**config.mk**
```make
export PLATFORM = sky130hd
export DESIGN_NAME = operator_token_lexer_flat
export DESIGN_NICKNAME = d
export VERILOG_FILES = /design/src/otl_pkg.sv /design/src/otl_if.sv /design/src/otl_decode.sv /design/src/operator_token_lexer.sv /design/src/flat_wrapper.sv
export SDC_FILE = /design/constraint.sdc
export NUM_CORES = 1
export LEC_CHECK = 0
export CORE_MARGIN = 3
export CORE_UTILIZATION = 30
export CTS_BUF_LIST = sky130_fd_sc_hd__clkbuf_8 sky130_fd_sc_hd__clkbuf_16
export CTS_CLUSTER_DIAMETER = 150
export DETAILED_ROUTE_END_ITERATION = 6
export DONT_BUFFER_PORTS = 1
export GPL_TIMING_DRIVEN = 0
export PLACE_DENSITY = 0.48
export RECOVER_POWER = 100
export SLEW_MARGIN = 5
export SYNTH_ARGS = -nofsm -noshare
export SYNTH_HDL_FRONTEND = slang
export SYNTH_HIERARCHICAL = 1
export SYNTH_SLANG_ARGS = --single-unit
```
**constraint.sdc**
```tcl
create_clock -name clk_i -period 9 [get_ports clk_i]
set_input_delay 0 -clock clk_i [delete_from_list [all_inputs] [get_ports clk_i]]
set_output_delay 0 -clock clk_i [all_outputs]
set_load 0.02 [all_outputs]
```
**src/otl_pkg.sv**
```systemverilog
// Package of the operator token lexer: token kinds, lexer state codes and shared types.
package otl_pkg;

  // Default width of the byte position counter.
  localparam int unsigned POSITION_BITS_DEF = 16;

  // Fixed widths of the token fields.
  localparam int unsigned KIND_BITS  = 5;
  localparam int unsigned START_BITS = 16;
  localparam int unsigned LEN_BITS   = 16;
  localparam int unsigned KW_BITS    = 4;

  // Longest run length that is counted; longer runs saturate here.
  localparam logic [LEN_BITS-1:0] LEN_MAX = {LEN_BITS{1'b1}};

  // Depth of the token queue in front of the output channel.
  localparam int unsigned FIFO_DEPTH = 4;

  // Token kinds in the order of the source language.
  typedef enum logic [KIND_BITS-1:0] {
    KIND_OPEN_PAREN  = 5'd0,
    KIND_CLOSE_PAREN = 5'd1,
    KIND_QUESTION    = 5'd2,
    KIND_COLON       = 5'd3,
    KIND_EQ_EQ       = 5'd4,
    KIND_BANG_EQ     = 5'd5,
    KIND_BANG        = 5'd6,
    KIND_GT_GT_GT    = 5'd7,
    KIND_GT_GT       = 5'd8,
    KIND_GT_EQ       = 5'd9,
    KIND_GT          = 5'd10,
    KIND_LT_LT       = 5'd11,
    KIND_LT_EQ_GT    = 5'd12,
    KIND_LT_EQ       = 5'd13,
    KIND_LT          = 5'd14,
    KIND_AMP_AMP     = 5'd15,
    KIND_AMP         = 5'd16,
    KIND_CARET       = 5'd17,
    KIND_PIPE_PIPE   = 5'd18,
    KIND_PIPE        = 5'd19,
    KIND_TILDE       = 5'd20,
    KIND_PLUS        = 5'd21,
    KIND_MINUS       = 5'd22,
    KIND_STAR_STAR   = 5'd23,
    KIND_STAR        = 5'd24,
    KIND_SLASH_SLASH = 5'd25,
    KIND_SLASH       = 5'd26,
    KIND_PERCENT     = 5'd27,
    KIND_IDENT       = 5'd28,
    KIND_BOOL        = 5'd29,
    KIND_NUMBER      = 5'd30
  } kind_e;

  // Operator prefix held until the next byte decides the longest match.
  typedef enum logic [3:0] {
    PEND_NONE  = 4'd0,
    PEND_EQ    = 4'd1,
    PEND_BANG  = 4'd2,
    PEND_GT    = 4'd3,
    PEND_GTGT  = 4'd4,
    PEND_LT    = 4'd5,
    PEND_LTEQ  = 4'd6,
    PEND_AMP   = 4'd7,
    PEND_PIPE  = 4'd8,
    PEND_STAR  = 4'd9,
    PEND_SLASH = 4'd10
  } pend_e;

  // Kind of the run of bytes that is being collected.
  typedef enum logic [1:0] {
    MODE_IDLE = 2'd0,
    MODE_WORD = 2'd1,
    MODE_NUM  = 2'd2
  } mode_e;

  // Progress through the keywords true and false.
  localparam logic [KW_BITS-1:0] KW_START = 4'd0;
  localparam logic [KW_BITS-1:0] KW_T     = 4'd1;
  localparam logic [KW_BITS-1:0] KW_TR    = 4'd2;
  localparam logic [KW_BITS-1:0] KW_TRU   = 4'd3;
  localparam logic [KW_BITS-1:0] KW_TRUE  = 4'd4;
  localparam logic [KW_BITS-1:0] KW_F     = 4'd5;
  localparam logic [KW_BITS-1:0] KW_FA    = 4'd6;
  localparam logic [KW_BITS-1:0] KW_FAL   = 4'd7;
  localparam logic [KW_BITS-1:0] KW_FALS  = 4'd8;
  localparam logic [KW_BITS-1:0] KW_FALSE = 4'd9;
  localparam logic [KW_BITS-1:0] KW_FAIL  = 4'd15;

  // Lexer state apart from the position counters.
  typedef struct packed {
    pend_e               pend;
    mode_e               mode;
    logic [LEN_BITS-1:0] len;
    logic [KW_BITS-1:0]  kw;
  } run_state_t;

  // One token as it leaves the block.
  typedef struct packed {
    logic [KIND_BITS-1:0]  kind;
    logic [START_BITS-1:0] start;
    logic [LEN_BITS-1:0]   length;
    logic                  last;
  } token_t;

endpackage

```
**src/otl_if.sv**
```systemverilog
// Valid/ready channel interfaces for source bytes and for tokens.
interface otl_byte_if;
  logic       valid;
  logic       ready;
  logic [7:0] char_byte;
  logic       end_of_source;

  modport source (output valid, output char_byte, output end_of_source, input ready);
  modport sink (input valid, input char_byte, input end_of_source, output ready);
endinterface

interface otl_token_if;
  logic        valid;
  logic        ready;
  logic [4:0]  token_kind;
  logic [15:0] token_start;
  logic [15:0] token_length;
  logic        last_of_run;

  modport source (
    output valid, output token_kind, output token_start, output token_length,
    output last_of_run, input ready
  );
  modport sink (
    input valid, input token_kind, input token_start, input token_length,
    input last_of_run, output ready
  );
endinterface

```
**src/otl_decode.sv**
```systemverilog
// Per-byte lexer decision: next state and the up to two tokens one byte completes.
module otl_decode
  import otl_pkg::*;
#(
  parameter int unsigned POSITION_BITS = POSITION_BITS_DEF
) (
  input  logic [7:0]               char_byte_i,
  input  logic                     end_of_source_i,
  input  logic [POSITION_BITS-1:0] pos_i,
  input  logic [POSITION_BITS-1:0] start_i,
  input  run_state_t               rs_i,
  output logic [POSITION_BITS-1:0] pos_o,
  output logic [POSITION_BITS-1:0] start_o,
  output run_state_t               rs_o,
  output token_t                   tok0_o,
  output token_t                   tok1_o,
  output logic [1:0]               tok_cnt_o
);

  function automatic logic is_letter(input logic [7:0] c);
    return ((c >= "A") && (c <= "Z")) || ((c >= "a") && (c <= "z"));
  endfunction

  function automatic logic is_digit(input logic [7:0] c);
    return (c >= "0") && (c <= "9");
  endfunction

  // Next keyword match step for one more letter.
  function automatic logic [KW_BITS-1:0] kw_next(input logic [KW_BITS-1:0] s,
                                                 input logic [7:0] c);
    logic [KW_BITS-1:0] nxt;
    nxt = KW_FAIL;
    case (s)
      KW_START: begin
        if (c == "t") nxt = KW_T;
        else if (c == "f") nxt = KW_F;
      end
      KW_T:    if (c == "r") nxt = KW_TR;
      KW_TR:   if (c == "u") nxt = KW_TRU;
      KW_TRU:  if (c == "e") nxt = KW_TRUE;
      KW_F:    if (c == "a") nxt = KW_FA;
      KW_FA:   if (c == "l") nxt = KW_FAL;
      KW_FAL:  if (c == "s") nxt = KW_FALS;
      KW_FALS: if (c == "e") nxt = KW_FALSE;
      default: nxt = KW_FAIL;
    endcase
    return nxt;
  endfunction

  // Token of a pending operator that no longer extends; valid bit on top.
  function automatic logic [KIND_BITS:0] short_form(input pend_e p);
    logic [KIND_BITS:0] r;
    r = '0;
    case (p)
      PEND_BANG:  r = {1'b1, KIND_BANG};
      PEND_GT:    r = {1'b1, KIND_GT};
      PEND_GTGT:  r = {1'b1, KIND_GT_GT};
      PEND_LT:    r = {1'b1, KIND_LT};
      PEND_LTEQ:  r = {1'b1, KIND_LT_EQ};
      PEND_AMP:   r = {1'b1, KIND_AMP};
      PEND_PIPE:  r = {1'b1, KIND_PIPE};
      PEND_STAR:  r = {1'b1, KIND_STAR};
      PEND_SLASH: r = {1'b1, KIND_SLASH};
      default:    r = '0;
    endcase
    return r;
  endfunction

  function automatic logic [LEN_BITS-1:0] short_len(input pend_e p);
    return ((p == PEND_GTGT) || (p == PEND_LTEQ)) ? 16'd2 : 16'd1;
  endfunction

  // Token that closes a letter or digit run; valid bit on top.
  function automatic logic [KIND_BITS:0] run_form(input run_state_t rs);
    logic [KIND_BITS:0] r;
    r = '0;
    case (rs.mode)
      MODE_WORD: begin
        if ((rs.kw == KW_TRUE) || (rs.kw == KW_FALSE)) r = {1'b1, KIND_BOOL};
        else r = {1'b1, KIND_IDENT};
      end
      MODE_NUM: r = {1'b1, KIND_NUMBER};
      default:  r = '0;
    endcase
    return r;
  endfunction

  token_t             cand [4];
  logic [3:0]         cand_vld;
  logic               used;
  logic               hit;
  kind_e              hit_kind;
  logic [LEN_BITS-1:0] hit_len;
  logic [KIND_BITS:0] form;
  logic [1:0]         n;
  logic [START_BITS-1:0] pos16;

  assign pos16 = START_BITS'(pos_i);

  always_comb begin
    rs_o     = rs_i;
    start_o  = start_i;
    used     = 1'b0;
    hit      = 1'b0;
    hit_kind = KIND_OPEN_PAREN;
    hit_len  = 16'd2;
    form     = '0;
    cand_vld = '0;
    for (int i = 0; i < 4; i++) begin
      cand[i] = '0;
    end

    // Extend a pending operator, close a run, or neither.
    if (rs_i.pend != PEND_NONE) begin
      case (rs_i.pend)
        PEND_EQ:   if (char_byte_i == "=") begin hit = 1'b1; hit_kind = KIND_EQ_EQ; end
        PEND_BANG: if (char_byte_i == "=") begin hit = 1'b1; hit_kind = KIND_BANG_EQ; end
        PEND_GT: begin
          if (char_byte_i == ">") begin
            rs_o.pend = PEND_GTGT;
            used      = 1'b1;
          end else if (char_byte_i == "=") begin
            hit = 1'b1; hit_kind = KIND_GT_EQ;
          end
        end
        PEND_GTGT: if (char_byte_i == ">") begin
          hit = 1'b1; hit_kind = KIND_GT_GT_GT; hit_len = 16'd3;
        end
        PEND_LT: begin
          if (char_byte_i == "=") begin
            rs_o.pend = PEND_LTEQ;
            used      = 1'b1;
          end else if (char_byte_i == "<") begin
            hit = 1'b1; hit_kind = KIND_LT_LT;
          end
        end
        PEND_LTEQ: if (char_byte_i == ">") begin
          hit = 1'b1; hit_kind = KIND_LT_EQ_GT; hit_len = 16'd3;
        end
        PEND_AMP:   if (char_byte_i == "&") begin hit = 1'b1; hit_kind = KIND_AMP_AMP; end
        PEND_PIPE:  if (char_byte_i == "|") begin hit = 1'b1; hit_kind = KIND_PIPE_PIPE; end
        PEND_STAR:  if (char_byte_i == "*") begin hit = 1'b1; hit_kind = KIND_STAR_STAR; end
        PEND_SLASH: if (char_byte_i == "/") begin hit = 1'b1; hit_kind = KIND_SLASH_SLASH; end
        default: ;
      endcase
      if (hit) begin
        cand[0]     = '{kind: hit_kind, start: START_BITS'(start_i), length: hit_len,
                        last: 1'b0};
        cand_vld[0] = 1'b1;
        rs_o.pend   = PEND_NONE;
        used        = 1'b1;
      end else if (!used) begin
        form        = short_form(rs_i.pend);
        cand[0]     = '{kind: form[KIND_BITS-1:0], start: START_BITS'(start_i),
                        length: short_len(rs_i.pend), last: 1'b0};
        cand_vld[0] = form[KIND_BITS];
        rs_o.pend   = PEND_NONE;
      end
    end else if ((rs_i.mode == MODE_WORD) && is_letter(char_byte_i)) begin
      if (rs_i.len < LEN_MAX) begin
        rs_o.len = LEN_BITS'(rs_i.len + 16'd1);
        rs_o.kw  = kw_next(rs_i.kw, char_byte_i);
      end else begin
        rs_o.kw  = KW_FAIL;
      end
      used = 1'b1;
    end else if ((rs_i.mode == MODE_NUM) &&
                 (is_digit(char_byte_i) || (char_byte_i == "."))) begin
      if (rs_i.len < LEN_MAX) rs_o.len = LEN_BITS'(rs_i.len + 16'd1);
      used = 1'b1;
    end else if (rs_i.mode != MODE_IDLE) begin
      form        = run_form(rs_i);
      cand[0]     = '{kind: form[KIND_BITS-1:0], start: START_BITS'(start_i),
                      length: rs_i.len, last: 1'b0};
      cand_vld[0] = form[KIND_BITS];
      rs_o.mode   = MODE_IDLE;
      rs_o.len    = '0;
      rs_o.kw     = KW_START;
    end

    // A byte not taken by the state above starts a new token.
    if (!used) begin
      cand[1] = '{kind: KIND_OPEN_PAREN, start: pos16, length: 16'd1, last: 1'b0};
      case (char_byte_i)
        "(": begin cand_vld[1] = 1'b1; cand[1].kind = KIND_OPEN_PAREN; end
        ")": begin cand_vld[1] = 1'b1; cand[1].kind = KIND_CLOSE_PAREN; end
        "?": begin cand_vld[1] = 1'b1; cand[1].kind = KIND_QUESTION; end
        ":": begin cand_vld[1] = 1'b1; cand[1].kind = KIND_COLON; end
        "^": begin cand_vld[1] = 1'b1; cand[1].kind = KIND_CARET; end
        "~": begin cand_vld[1] = 1'b1; cand[1].kind = KIND_TILDE; end
        "+": begin cand_vld[1] = 1'b1; cand[1].kind = KIND_PLUS; end
        "-": begin cand_vld[1] = 1'b1; cand[1].kind = KIND_MINUS; end
        "%": begin cand_vld[1] = 1'b1; cand[1].kind = KIND_PERCENT; end
        "=": begin rs_o.pend = PEND_EQ;    start_o = pos_i; end
        "!": begin rs_o.pend = PEND_BANG;  start_o = pos_i; end
        ">": begin rs_o.pend = PEND_GT;    start_o = pos_i; end
        "<": begin rs_o.pend = PEND_LT;    start_o = pos_i; end
        "&": begin rs_o.pend = PEND_AMP;   start_o = pos_i; end
        "|": begin rs_o.pend = PEND_PIPE;  start_o = pos_i; end
        "*": begin rs_o.pend = PEND_STAR;  start_o = pos_i; end
        "/": begin rs_o.pend = PEND_SLASH; start_o = pos_i; end
        default: begin
          if (is_letter(char_byte_i)) begin
            rs_o.mode = MODE_WORD;
            start_o   = pos_i;
            rs_o.len  = 16'd1;
            rs_o.kw   = kw_next(KW_START, char_byte_i);
          end else if (is_digit(char_byte_i)) begin
            rs_o.mode = MODE_NUM;
            start_o   = pos_i;
            rs_o.len  = 16'd1;
            rs_o.kw   = KW_START;
          end
        end
      endcase
    end

    // End of source flushes whatever is still open and rewinds the position.
    if (end_of_source_i) begin
      form        = short_form(rs_o.pend);
      cand[2]     = '{kind: form[KIND_BITS-1:0], start: START_BITS'(start_o),
                      length: short_len(rs_o.pend), last: 1'b0};
      cand_vld[2] = form[KIND_BITS];
      form        = run_form(rs_o);
      cand[3]     = '{kind: form[KIND_BITS-1:0], start: START_BITS'(start_o),
                      length: rs_o.len, last: 1'b0};
      cand_vld[3] = form[KIND_BITS];
      rs_o.pend   = PEND_NONE;
      rs_o.mode   = MODE_IDLE;
      rs_o.len    = '0;
      rs_o.kw     = KW_START;
      pos_o       = '0;
    end else begin
      pos_o = pos_i + {{(POSITION_BITS-1){1'b0}}, 1'b1};
    end
  end

  // Keep the first two tokens in order and mark the final one.
  always_comb begin
    n      = 2'd0;
    tok0_o = '0;
    tok1_o = '0;
    for (int i = 0; i < 4; i++) begin
      if (cand_vld[i]) begin
        if (n == 2'd0) begin
          tok0_o = cand[i];
          n      = 2'd1;
        end else if (n == 2'd1) begin
          tok1_o = cand[i];
          n      = 2'd2;
        end
      end
    end
    tok0_o.last = (n == 2'd1);
    tok1_o.last = 1'b1;
    tok_cnt_o   = n;
  end

endmodule

```
**src/operator_token_lexer.sv**
```systemverilog
// A token is written into the token queue when the byte beat that completes it is taken,
// and is offered from the head of that queue. One byte beat per cycle is taken while at most
// one token per byte is produced and the token sink keeps up; a byte that completes two tokens
// is buffered in a four-token queue that takes a byte whenever it holds two tokens or fewer.
// Reset clears the byte position, the pending operator, the open run and the token queue.
module operator_token_lexer
  import otl_pkg::*;
#(
  parameter int unsigned POSITION_BITS = POSITION_BITS_DEF
) (
  input  logic        clk_i,
  input  logic        rst_ni,
  otl_byte_if.sink    byte_i,
  otl_token_if.source tok_o
);

  localparam int unsigned PTR_BITS = $clog2(FIFO_DEPTH);
  localparam int unsigned CNT_BITS = $clog2(FIFO_DEPTH + 1);
  localparam logic [CNT_BITS-1:0] ROOM_LIMIT = CNT_BITS'(FIFO_DEPTH - 2);

  logic [POSITION_BITS-1:0] pos_q, pos_d;
  logic [POSITION_BITS-1:0] start_q, start_d;
  run_state_t               rs_q, rs_d;
  token_t                   tok0, tok1;
  logic [1:0]               tok_cnt;

  token_t                   fifo_q [FIFO_DEPTH];
  logic [PTR_BITS-1:0]      wr_ptr_q, rd_ptr_q, wr_ptr_nx;
  logic [CNT_BITS-1:0]      cnt_q;
  logic                     push, pop;
  logic [1:0]               push_cnt;

  // Per-byte decision logic.
  otl_decode #(
    .POSITION_BITS(POSITION_BITS)
  ) u_decode (
    .char_byte_i    (byte_i.char_byte),
    .end_of_source_i(byte_i.end_of_source),
    .pos_i          (pos_q),
    .start_i        (start_q),
    .rs_i           (rs_q),
    .pos_o          (pos_d),
    .start_o        (start_d),
    .rs_o           (rs_d),
    .tok0_o         (tok0),
    .tok1_o         (tok1),
    .tok_cnt_o      (tok_cnt)
  );

  // A byte beat is taken while the queue has room for two tokens.
  assign byte_i.ready = (cnt_q <= ROOM_LIMIT);
  assign push         = byte_i.valid && byte_i.ready;
  assign push_cnt     = push ? tok_cnt : 2'd0;
  assign pop          = tok_o.valid && tok_o.ready;
  assign wr_ptr_nx    = wr_ptr_q + {{(PTR_BITS-1){1'b0}}, 1'b1};

  // Lexer state advances on every accepted byte beat.
  always_ff @(posedge clk_i or negedge rst_ni) begin
    if (!rst_ni) begin
      pos_q   <= '0;
      start_q <= '0;
      rs_q    <= '{pend: PEND_NONE, mode: MODE_IDLE, len: '0, kw: KW_START};
    end else if (push) begin
      pos_q   <= pos_d;
      start_q <= start_d;
      rs_q    <= rs_d;
    end
  end

  // Queue pointers and fill count.
  always_ff @(posedge clk_i or negedge rst_ni) begin
    if (!rst_ni) begin
      wr_ptr_q <= '0;
      rd_ptr_q <= '0;
      cnt_q    <= '0;
    end else begin
      wr_ptr_q <= PTR_BITS'(wr_ptr_q + PTR_BITS'(push_cnt));
      rd_ptr_q <= PTR_BITS'(rd_ptr_q + PTR_BITS'(pop));
      cnt_q    <= CNT_BITS'(cnt_q + CNT_BITS'(push_cnt) - CNT_BITS'(pop));
    end
  end

  // Queue storage: one or two tokens written per byte beat.
  always_ff @(posedge clk_i) begin
    if (push_cnt != 2'd0) fifo_q[wr_ptr_q]  <= tok0;
    if (push_cnt == 2'd2) fifo_q[wr_ptr_nx] <= tok1;
  end

  // Head of the queue drives the token channel.
  assign tok_o.valid        = (cnt_q != '0);
  assign tok_o.token_kind   = fifo_q[rd_ptr_q].kind;
  assign tok_o.token_start  = fifo_q[rd_ptr_q].start;
  assign tok_o.token_length = fifo_q[rd_ptr_q].length;
  assign tok_o.last_of_run  = fifo_q[rd_ptr_q].last;

endmodule

```
**src/flat_wrapper.sv**
```systemverilog
// flat-port wrapper written by rule: the top's interface ports become plain ports
module operator_token_lexer_flat import otl_pkg::*;
#(
  parameter int unsigned POSITION_BITS = POSITION_BITS_DEF
)
  (clk_i, rst_ni, byte_i_valid, byte_i_char_byte, byte_i_end_of_source, byte_i_ready, tok_o_valid, tok_o_token_kind, tok_o_token_start, tok_o_token_length, tok_o_last_of_run, tok_o_ready);
  otl_byte_if byte_i_i ();
  otl_token_if tok_o_i ();
  input  logic clk_i;
  input  logic rst_ni;
  input wire logic [$bits(byte_i_i.valid)-1:0] byte_i_valid;
  input wire logic [$bits(byte_i_i.char_byte)-1:0] byte_i_char_byte;
  input wire logic [$bits(byte_i_i.end_of_source)-1:0] byte_i_end_of_source;
  output wire logic [$bits(byte_i_i.ready)-1:0] byte_i_ready;
  output wire logic [$bits(tok_o_i.valid)-1:0] tok_o_valid;
  output wire logic [$bits(tok_o_i.token_kind)-1:0] tok_o_token_kind;
  output wire logic [$bits(tok_o_i.token_start)-1:0] tok_o_token_start;
  output wire logic [$bits(tok_o_i.token_length)-1:0] tok_o_token_length;
  output wire logic [$bits(tok_o_i.last_of_run)-1:0] tok_o_last_of_run;
  input wire logic [$bits(tok_o_i.ready)-1:0] tok_o_ready;
  assign byte_i_i.valid = byte_i_valid;
  assign byte_i_i.char_byte = byte_i_char_byte;
  assign byte_i_i.end_of_source = byte_i_end_of_source;
  assign byte_i_ready = byte_i_i.ready;
  assign tok_o_valid = tok_o_i.valid;
  assign tok_o_token_kind = tok_o_i.token_kind;
  assign tok_o_token_start = tok_o_i.token_start;
  assign tok_o_token_length = tok_o_i.token_length;
  assign tok_o_last_of_run = tok_o_i.last_of_run;
  assign tok_o_i.ready = tok_o_ready;
  operator_token_lexer #(.POSITION_BITS(POSITION_BITS)) u_core (.clk_i(clk_i), .rst_ni(rst_ni), .byte_i(byte_i_i), .tok_o(tok_o_i));
endmodule
```
==> run metrics, run 1 <==
run status=finished, violations left; failing checks=max-capacitance violations, max-slew violations; wire length per cell=between 20 and 25 um; Top-Level Pins=53; leakage=~6.3 nW; Clk pwr share=28.1%; Peak Freq=about 0.13 GHz; Max Used Layer=met5; Mapped Nets=~1300; area overhead of the layout relative to synthesis=10.3%; Worst EP arrival=8.04 ns; routed metal-1 wirelength=~20 mm; postcts setup bufs=0; Simple-Gate Fraction of Synth Area=approximately 13%; initial antenna violation count=1; Post-synth ARST share=30.0%; Slew HR=-177%; Tot GR Track Use=roughly 16%; DRC Markers=0; Psw=0.00129 W; Pre-Repair DR Iteration Count=6; Max FO, Critical Path=10; total gr overflow=0; Worst Max-Slew Pin Slew=4.15 ns; PwrDens=214 nW/um2; fin crit share=86.1%; FP Rows=81; Gate power share=36.3%; max-slew violations=66; wire length on met2=just under 20 mm; worst hold path class=primary input to register; CP top delay family=compound AO/OA/AOI/OAI gates; Post-Syn Area=14900 um2; met3 routed WL=2.08 mm; CORE AREA=49100 um2; Port-buffer cells=0; DR vias/cell=around 5.2; Yosys top cell by area=edfxtp_1; post-route minimum period=7.75 ns; Post-synth EDFFs=~150; sequential fraction of the synthesis area=41.5%; Fin Hold WS=0.0584 ns; final setup skew=0.0284 ns; Unique masters post-synth=93; Synth Instances=~1300; CP most frequent cell=ha_1; Root Driver=clkbuf_16; antenna fix cells=0; vias in the first global route=10500; worst-path cell chain=ha_1 -> nor3b_1 -> a32oi_4 -> o21ai_0 -> nand4bb_1 -> buf_4 -> and2_0 -> a2bb2oi_1 -> inv_1 -> ha_1 -> nor3_1 -> a211oi_1 -> a211oi_4 -> a21oi_1 -> ha_1 -> mux2i_1 -> nor2b_2 -> nand4_1 -> clkbuf_1 -> buf_6 -> mux2_1; Worst Path Required=9.29 ns; first-pass GRT wire length=~65 mm; RD Place Congestion=0.859; Antenna Nets Post-Route=0; Critical path buffers and inverters=4; initial drt markers=820; fraction of layout instances using a drive strength above 1=22.2%; hold_buf cts=4; Final nets=between 1000 and 1500; Synth Area in Compound Gates=approximately a tenth; internal power=0.00223 W; RSZ-0062 raised after global routing=false; CP Capture Type=register; CP peak stage delay=0.74 ns; largest cells by area after synthesis=edfxtp_1 (31%), mux2_2 (11%), dfrtp_1 (11%), mux2_4 (8.1%), mux4_2 (5.7%); DIE HEIGHT=between 200 and 250 um; TritonCTS Buffers=25; Post-Route WL=around 42 mm; Post-Synth XOR/XNOR Area=under 10%; Post-CTS Resized=0; CTS tree=done; Synth Flop Type=edfxtp_1; largest net degree at the start of global routing=66; Worst-Skew Late Latency=~0.55 ns; # H-tree levels=1; detailed placement HPWL=30.8 mm; Layout Cells excl Fill=1999; placed cell count=1952; die width=229 um; critical path class=register to register; Critical Path Source Type=register; Synth Area per Inst=11.7 um2; Reg power frac=35.6%; total of max-cap violations=1; Switching Fraction=36.7%; die area=52400 um2; Hold Vio Cnt, Final=0; Synth Area in Adders=under 10%; register bit count reported by yosys=around 220; CTS clk-pin slew, worst paths=0.07 ns; via count=10400; # setup viols final=0; CP max-delay cell=nor3b_1; synth warn=6; largest family of logic cells by synthesized area=multiplexers; VDD IR max=0.000121 V; share of the synthesized area in the top cell type=between 30% and 40%; Starting Density=30.4%; multiplexer share of the synthesized area=27.3%; clk sink count=217; clock buffer depth=3
[routing by layer]
layer,vias up,GRT usage [%]
met5,-,0
met4,2,3.31
met3,44,2.17
met2,238,25.4
met1,5191,22.5
li1,4956,-
[power groups by stage]
stage | combinational [W] | sequential [W] | clock (W)
2_1_floorplan | 0.000984 | 0.00126 | 0
3_3_place_gp | 0.00128 | 0.00128 | 0
3_5_place_dp | 0.00132 | 0.00128 | 0
4_1_cts | 0.00134 | 0.00126 | 0.00102
5_1_grt | 0.00138 | 0.00127 | 0.00106
6_report | 0.00128 | 0.00125 | 0.000989
[synthesized netlist by cell type (30+ instances only)]
| cell type | count |
|---|---|
| edfxtp_1 | 152 |
| mux4_2 | 38 |
| o21ai_0 | 50 |
| a21oi_1 | 33 |
| mux2_4 | 80 |
| mux2i_1 | 31 |
| mux2_2 | 150 |
| nand3_1 | 40 |
| buf_2 | 30 |
| inv_1 | 32 |
| dfrtp_1 | 65 |
| nand2_1 | 102 |
| nor2_1 | 88 |
[stage by stage]
step                      total power [W]  setup TNS, ns  setup WS [ns]  utilization (%)  instance area [um2]
final                             0.00352              0           1.25             33.5                16400
after global routing              0.00370              0          0.825             33.5                16400
after CTS                         0.00362              0           2.05             34.3                16800
after detailed placement          0.00260              0           2.10             32.6                16000
after global placement            0.00257        -242.46          -2.66             32.1                15700
after floorplan                   0.00224              0           1.41                -                14900
[logic make-up after synthesis]
| family | count (synthesis) |
|---|---|
| compound gates | 220 |
| xor+xnor | 23 |
| fa+ha+maj | 30 |
| buf+inv | 120 |
| flops | 217 |
| mux | 300 |
| other cells | 1 |
| simple gates | 367 |
[cell type report]
cell class              count  area [um2]
plain buffers              87         440
fillers                  4968       32600
repair buffers             14         243
clock inverters            18         151
clock buffers              25         626
flip-flops and latches    217        6190
multi-input cells         941        7840
well taps                 664         831
inverters                  33         124
[flip-flops by register name (all words and copies together) (netlist names)]
| name | cells |
|---|---|
| u_core/fifo_q | 152 |
| u_core/rs_q | 26 |
| u_core/pos_q | 16 |
| u_core/start_q | 16 |
| u_core/cnt_q | 3 |
| u_core/rd_ptr_q | 2 |
| u_core/wr_ptr_q | 2 |
[worst paths after layout]
path | cells after the start | slack, ns | to | startpoint
max | 21 | 1.25 | u_core/fifo_q[2][35]$_DFFE_PP_ | u_core/rs_q[23]$_DFFE_PN0N_
min | 2 | 0.06 | u_core/pos_q[2]$_DFFE_PN0N_ | byte_i_valid
max reg2reg | 21 | 1.25 | u_core/fifo_q[2][35]$_DFFE_PP_ | u_core/rs_q[23]$_DFFE_PN0N_
min reg2reg | 1 | 0.50 | u_core/cnt_q[2]$_DFF_PN0_ | u_core/cnt_q[2]$_DFF_PN0_
max in group asynchronous | 2 | 5.12 | u_core/rs_q[15]$_DFFE_PN0N_ | rst_ni
min in group asynchronous | 2 | 1.52 | u_core/start_q[11]$_DFFE_PN0N_ | rst_ni
[cells in the final DEF (no fill, tap or decap), types with 6 or more instances in the layout]
cell / count
a21oi_1: 33
nand4_1: 21
a21o_1: 6
dfrtp_1: 65
and3_1: 11
a31oi_1: 11
and2_1: 9
ha_1: 29
clkbuf_1: 45
buf_4: 7
nor2_1: 88
mux2_1: 83
buf_6: 9
a211oi_1: 8
nor4_1: 7
and4_1: 6
o21ai_0: 51
inv_1: 37
o211ai_1: 10
mux2_4: 8
mux2_2: 140
nor2b_1: 11
nand3_1: 40
buf_1: 6
nor3_1: 15
a211o_1: 7
nor3b_1: 6
nand2_1: 102
nand2b_1: 11
buf_2: 22
xnor2_1: 6
mux4_2: 38
clkbuf_16: 25
o21ai_1: 17
a22oi_1: 18
clkinv_2: 8
mux2i_1: 31
edfxtp_1: 152
xor2_1: 17
No activity file was read; power rests on OpenSTA's default activity.
==> inputs of run 2 (changes only) <==
--- a/config.mk
+++ b/config.mk
@@ -5,6 +5,7 @@
 export SDC_FILE = /design/constraint.sdc
 export NUM_CORES = 1
 export LEC_CHECK = 0
+export CORE_ASPECT_RATIO = 0.8
 export CORE_MARGIN = 3
 export CORE_UTILIZATION = 30
 export CTS_BUF_LIST = sky130_fd_sc_hd__clkbuf_8 sky130_fd_sc_hd__clkbuf_16
==> run 2 against run 1 <==
- the run still ends with max-capacitance violations, max-slew violations left
- flip-flop and latch count unchanged
- critical path depth unchanged
- die area barely moved
- clock skew decreased by 0.0062 ns
- global-route usage grew 0.88 points
- worst hold slack got worse by 0.0017 ns
- utilization grew 0.30 points
- wire length increased by 4.9%
- final area is 0.24% higher
==> run metrics, run 2 (same netlist as run 1, synthesis figures left out) <==
Final nets=1364 (+0.15%); Max FO, Critical Path=10 (unchanged); Top-Level Pins=53 (unchanged); Peak Freq=0.130 GHz (+0.86%); reg2reg start=u_core/rs_q[23]$_DFFE_PN0N_; VDD IR max=0.000128 V (+5.5%); RR Endpoint=u_core/fifo_q[0][30]$_DFFE_PP_; Slew HR=-176% (+1.2 points); worst hold path class=primary input to register; Hold Vio Cnt, Final=0 (unchanged); die area=52400 um2 (about the same); CTS clk-pin slew, worst paths=0.06 ns (about the same); failing checks=max-capacitance violations, max-slew violations; critical path class=register to register; dpl cell area=16000 um2 (about the same); via count=10700 (+2.7%); TritonCTS Buffers=27 (+8.0%); wire length per cell=21.9 um (+4.5%); Post-CTS Resized=0 (unchanged); first-pass GRT wire length=67.0 mm (+3.3%); biggest regs=u_core/fifo_q (152), u_core/rs_q (26); Hold Crit Start=byte_i_valid; Worst R2R Setup Slack=1.31 ns (+0.07 ns); clock buffer depth=3 (unchanged); Fin Hold WS=0.0568 ns (-0.00166 ns); Worst R2R Path Depth=21 (unchanged); Reg with most FFs=u_core/fifo_q; post-route minimum period=7.69 ns (-0.0659 ns); fraction of layout instances using a drive strength above 1=21.8% (-0.41 points); clk sink count=217 (unchanged); Worst EP arrival=7.98 ns (-0.06 ns); most frequent cells in the layout=edfxtp_1 (152), mux2_2 (136), nand2_1 (102); Port-buffer cells=0 (unchanged); CP Capture Type=register; total gr overflow=0 (unchanged); final setup skew=0.0222 ns (-0.00621 ns); fin crit share=85.4% (-0.73 points); Pre-Repair DR Iteration Count=6 (unchanged); postcts setup bufs=0 (unchanged); CORE AREA=48700 um2 (-0.64%); Antenna Nets Post-Route=0 (unchanged); DR vias/cell=5.33 (+2.2%); run status=finished, violations left; initial drt markers=1029 (+25%); # H-tree levels=1 (unchanged); total of max-cap violations=1 (unchanged); RSZ-0062 raised after global routing=false; area overhead of the layout relative to synthesis=10.6%; FP Rows=72 (-11%); RD Place Congestion=0.879 (+2.4%); die width=255 um (+11%); Worst Hold End=u_core/pos_q[2]$_DFFE_PN0N_; design area=16500 um2 (+0.24%); Worst Path Required=9.30 ns (about the same); Starting Density=30.6% (+0.20 points); Worst-Skew Late Latency=0.56 ns (about the same); initial antenna violation count=1 (unchanged); detailed placement HPWL=32.0 mm (+3.9%); Power, Total=0.00357 W (+1.5%); largest net degree at the start of global routing=66 (unchanged); antenna fix cells=0 (unchanged); max FFs per register=152 (unchanged); Post-Route WL=44.1 mm (+4.9%); filler cell count=4915 (-1.1%); most common cell after layout, fill and taps aside=edfxtp_1; max-slew violations=66 (unchanged); Critical Path Source Type=register; CTS tree=done; final setup margin=1.31 ns (+0.0659 ns); pre-CTS setup slack=1.97 ns (-0.130 ns); # setup viols final=0 (unchanged); DIE HEIGHT=205 um (-10%); Final Util=33.8% (+0.30 points); leakage=6.28 nW (+0.46%); DRC Markers=0 (unchanged); Tot GR Track Use=16.6% (+0.88 points); vias in the first global route=10400 (-0.20%); Root Driver=clkbuf_16; PwrDens=217 nW/um2 (+1.2%); hold_buf cts=4 (unchanged); Worst Max-Slew Pin Slew=4.13 ns (-0.0180 ns); Hold Path Depth=2 (unchanged)
==> run 2: cell types whose count changed in the layout (fill, tap and decap cells not counted), moves of 2 or more <==
cell       change
clkbuf_1       +3
clkbuf_16      +2
clkinv_1       +3
inv_1          +2
mux2_1         +4
mux2_2         -4
==> run 2: metal layers <==
layer	part of all wire (%)	track usage, %
met4	1.3	3.09
met5	0.025	0
met3	6.5	2.87
met2	41	24.0
met1	51	25.8
==> run 2: how the worst max path moves through the flow <==
| stage | from | endpoint | slack, ns |
|---|---|---|---|
| floorplan | u_core/rs_q[23]$_DFFE_PN0N_ | u_core/fifo_q[1][0]$_DFFE_PP_ | 1.41 |
| global placement | u_core/rs_q[23]$_DFFE_PN0N_ | u_core/fifo_q[3][15]$_DFFE_PP_ | -2.67 |
| detailed placement | u_core/rs_q[23]$_DFFE_PN0N_ | u_core/fifo_q[1][11]$_DFFE_PP_ | 1.97 |
| CTS | u_core/rs_q[23]$_DFFE_PN0N_ | u_core/fifo_q[1][7]$_DFFE_PP_ | 1.96 |
| global route | u_core/rs_q[23]$_DFFE_PN0N_ | u_core/fifo_q[1][7]$_DFFE_PP_ | 0.75 |
| finish | u_core/rs_q[23]$_DFFE_PN0N_ | u_core/fifo_q[0][30]$_DFFE_PP_ | 1.31 |
==> run 2: per-stage QoR <==
stage          cells  TNS [ns]
6_report        2008         0
5_1_grt         2008         0
4_1_cts         2008         0
3_5_place_dp    1954         0
3_3_place_gp    1944   -250.79
2_1_floorplan   1278         0
==> run 2: power breakdown <==
part	internal, W	switching (W)	total, W
sequential	0.00119	0.0000593	0.00125
combinational	0.000474	0.000828	0.00130
clock	0.000582	0.000436	0.00102
total	0.00225	0.00132	0.00357
==> run 2: area by class of cell <==
type,count,area (um2),area share [%]
Clock buffer,28,689,4.18
Inverter,33,124,0.751
Timing Repair Buffer,14,235,1.43
Sequential cell,217,6190,37.6
Tap cell,666,833,5.06
Clock inverter,22,136,0.827
Buffer,87,435,2.64
Multi-Input combinational cell,941,7840,47.6
==> run 2: worst max-delay path, stage by stage (launching register included) <==
cell	delay, ns
dfrtp_1	0.49
ha_1	0.31
nor3b_1	0.72
a32oi_4	0.11
o21ai_2	0.31
nand4bb_1	0.17
clkbuf_1	0.30
and2_0	0.26
a2bb2oi_1	0.53
inv_1	0.17
ha_1	0.26
nor3_1	0.21
a211oi_1	0.13
a211o_1	0.42
a21oi_1	0.32
ha_1	0.30
mux2i_1	0.65
nor2b_1	0.21
nand4_1	0.21
clkbuf_1	0.66
buf_6	0.29
mux2_1	0.36
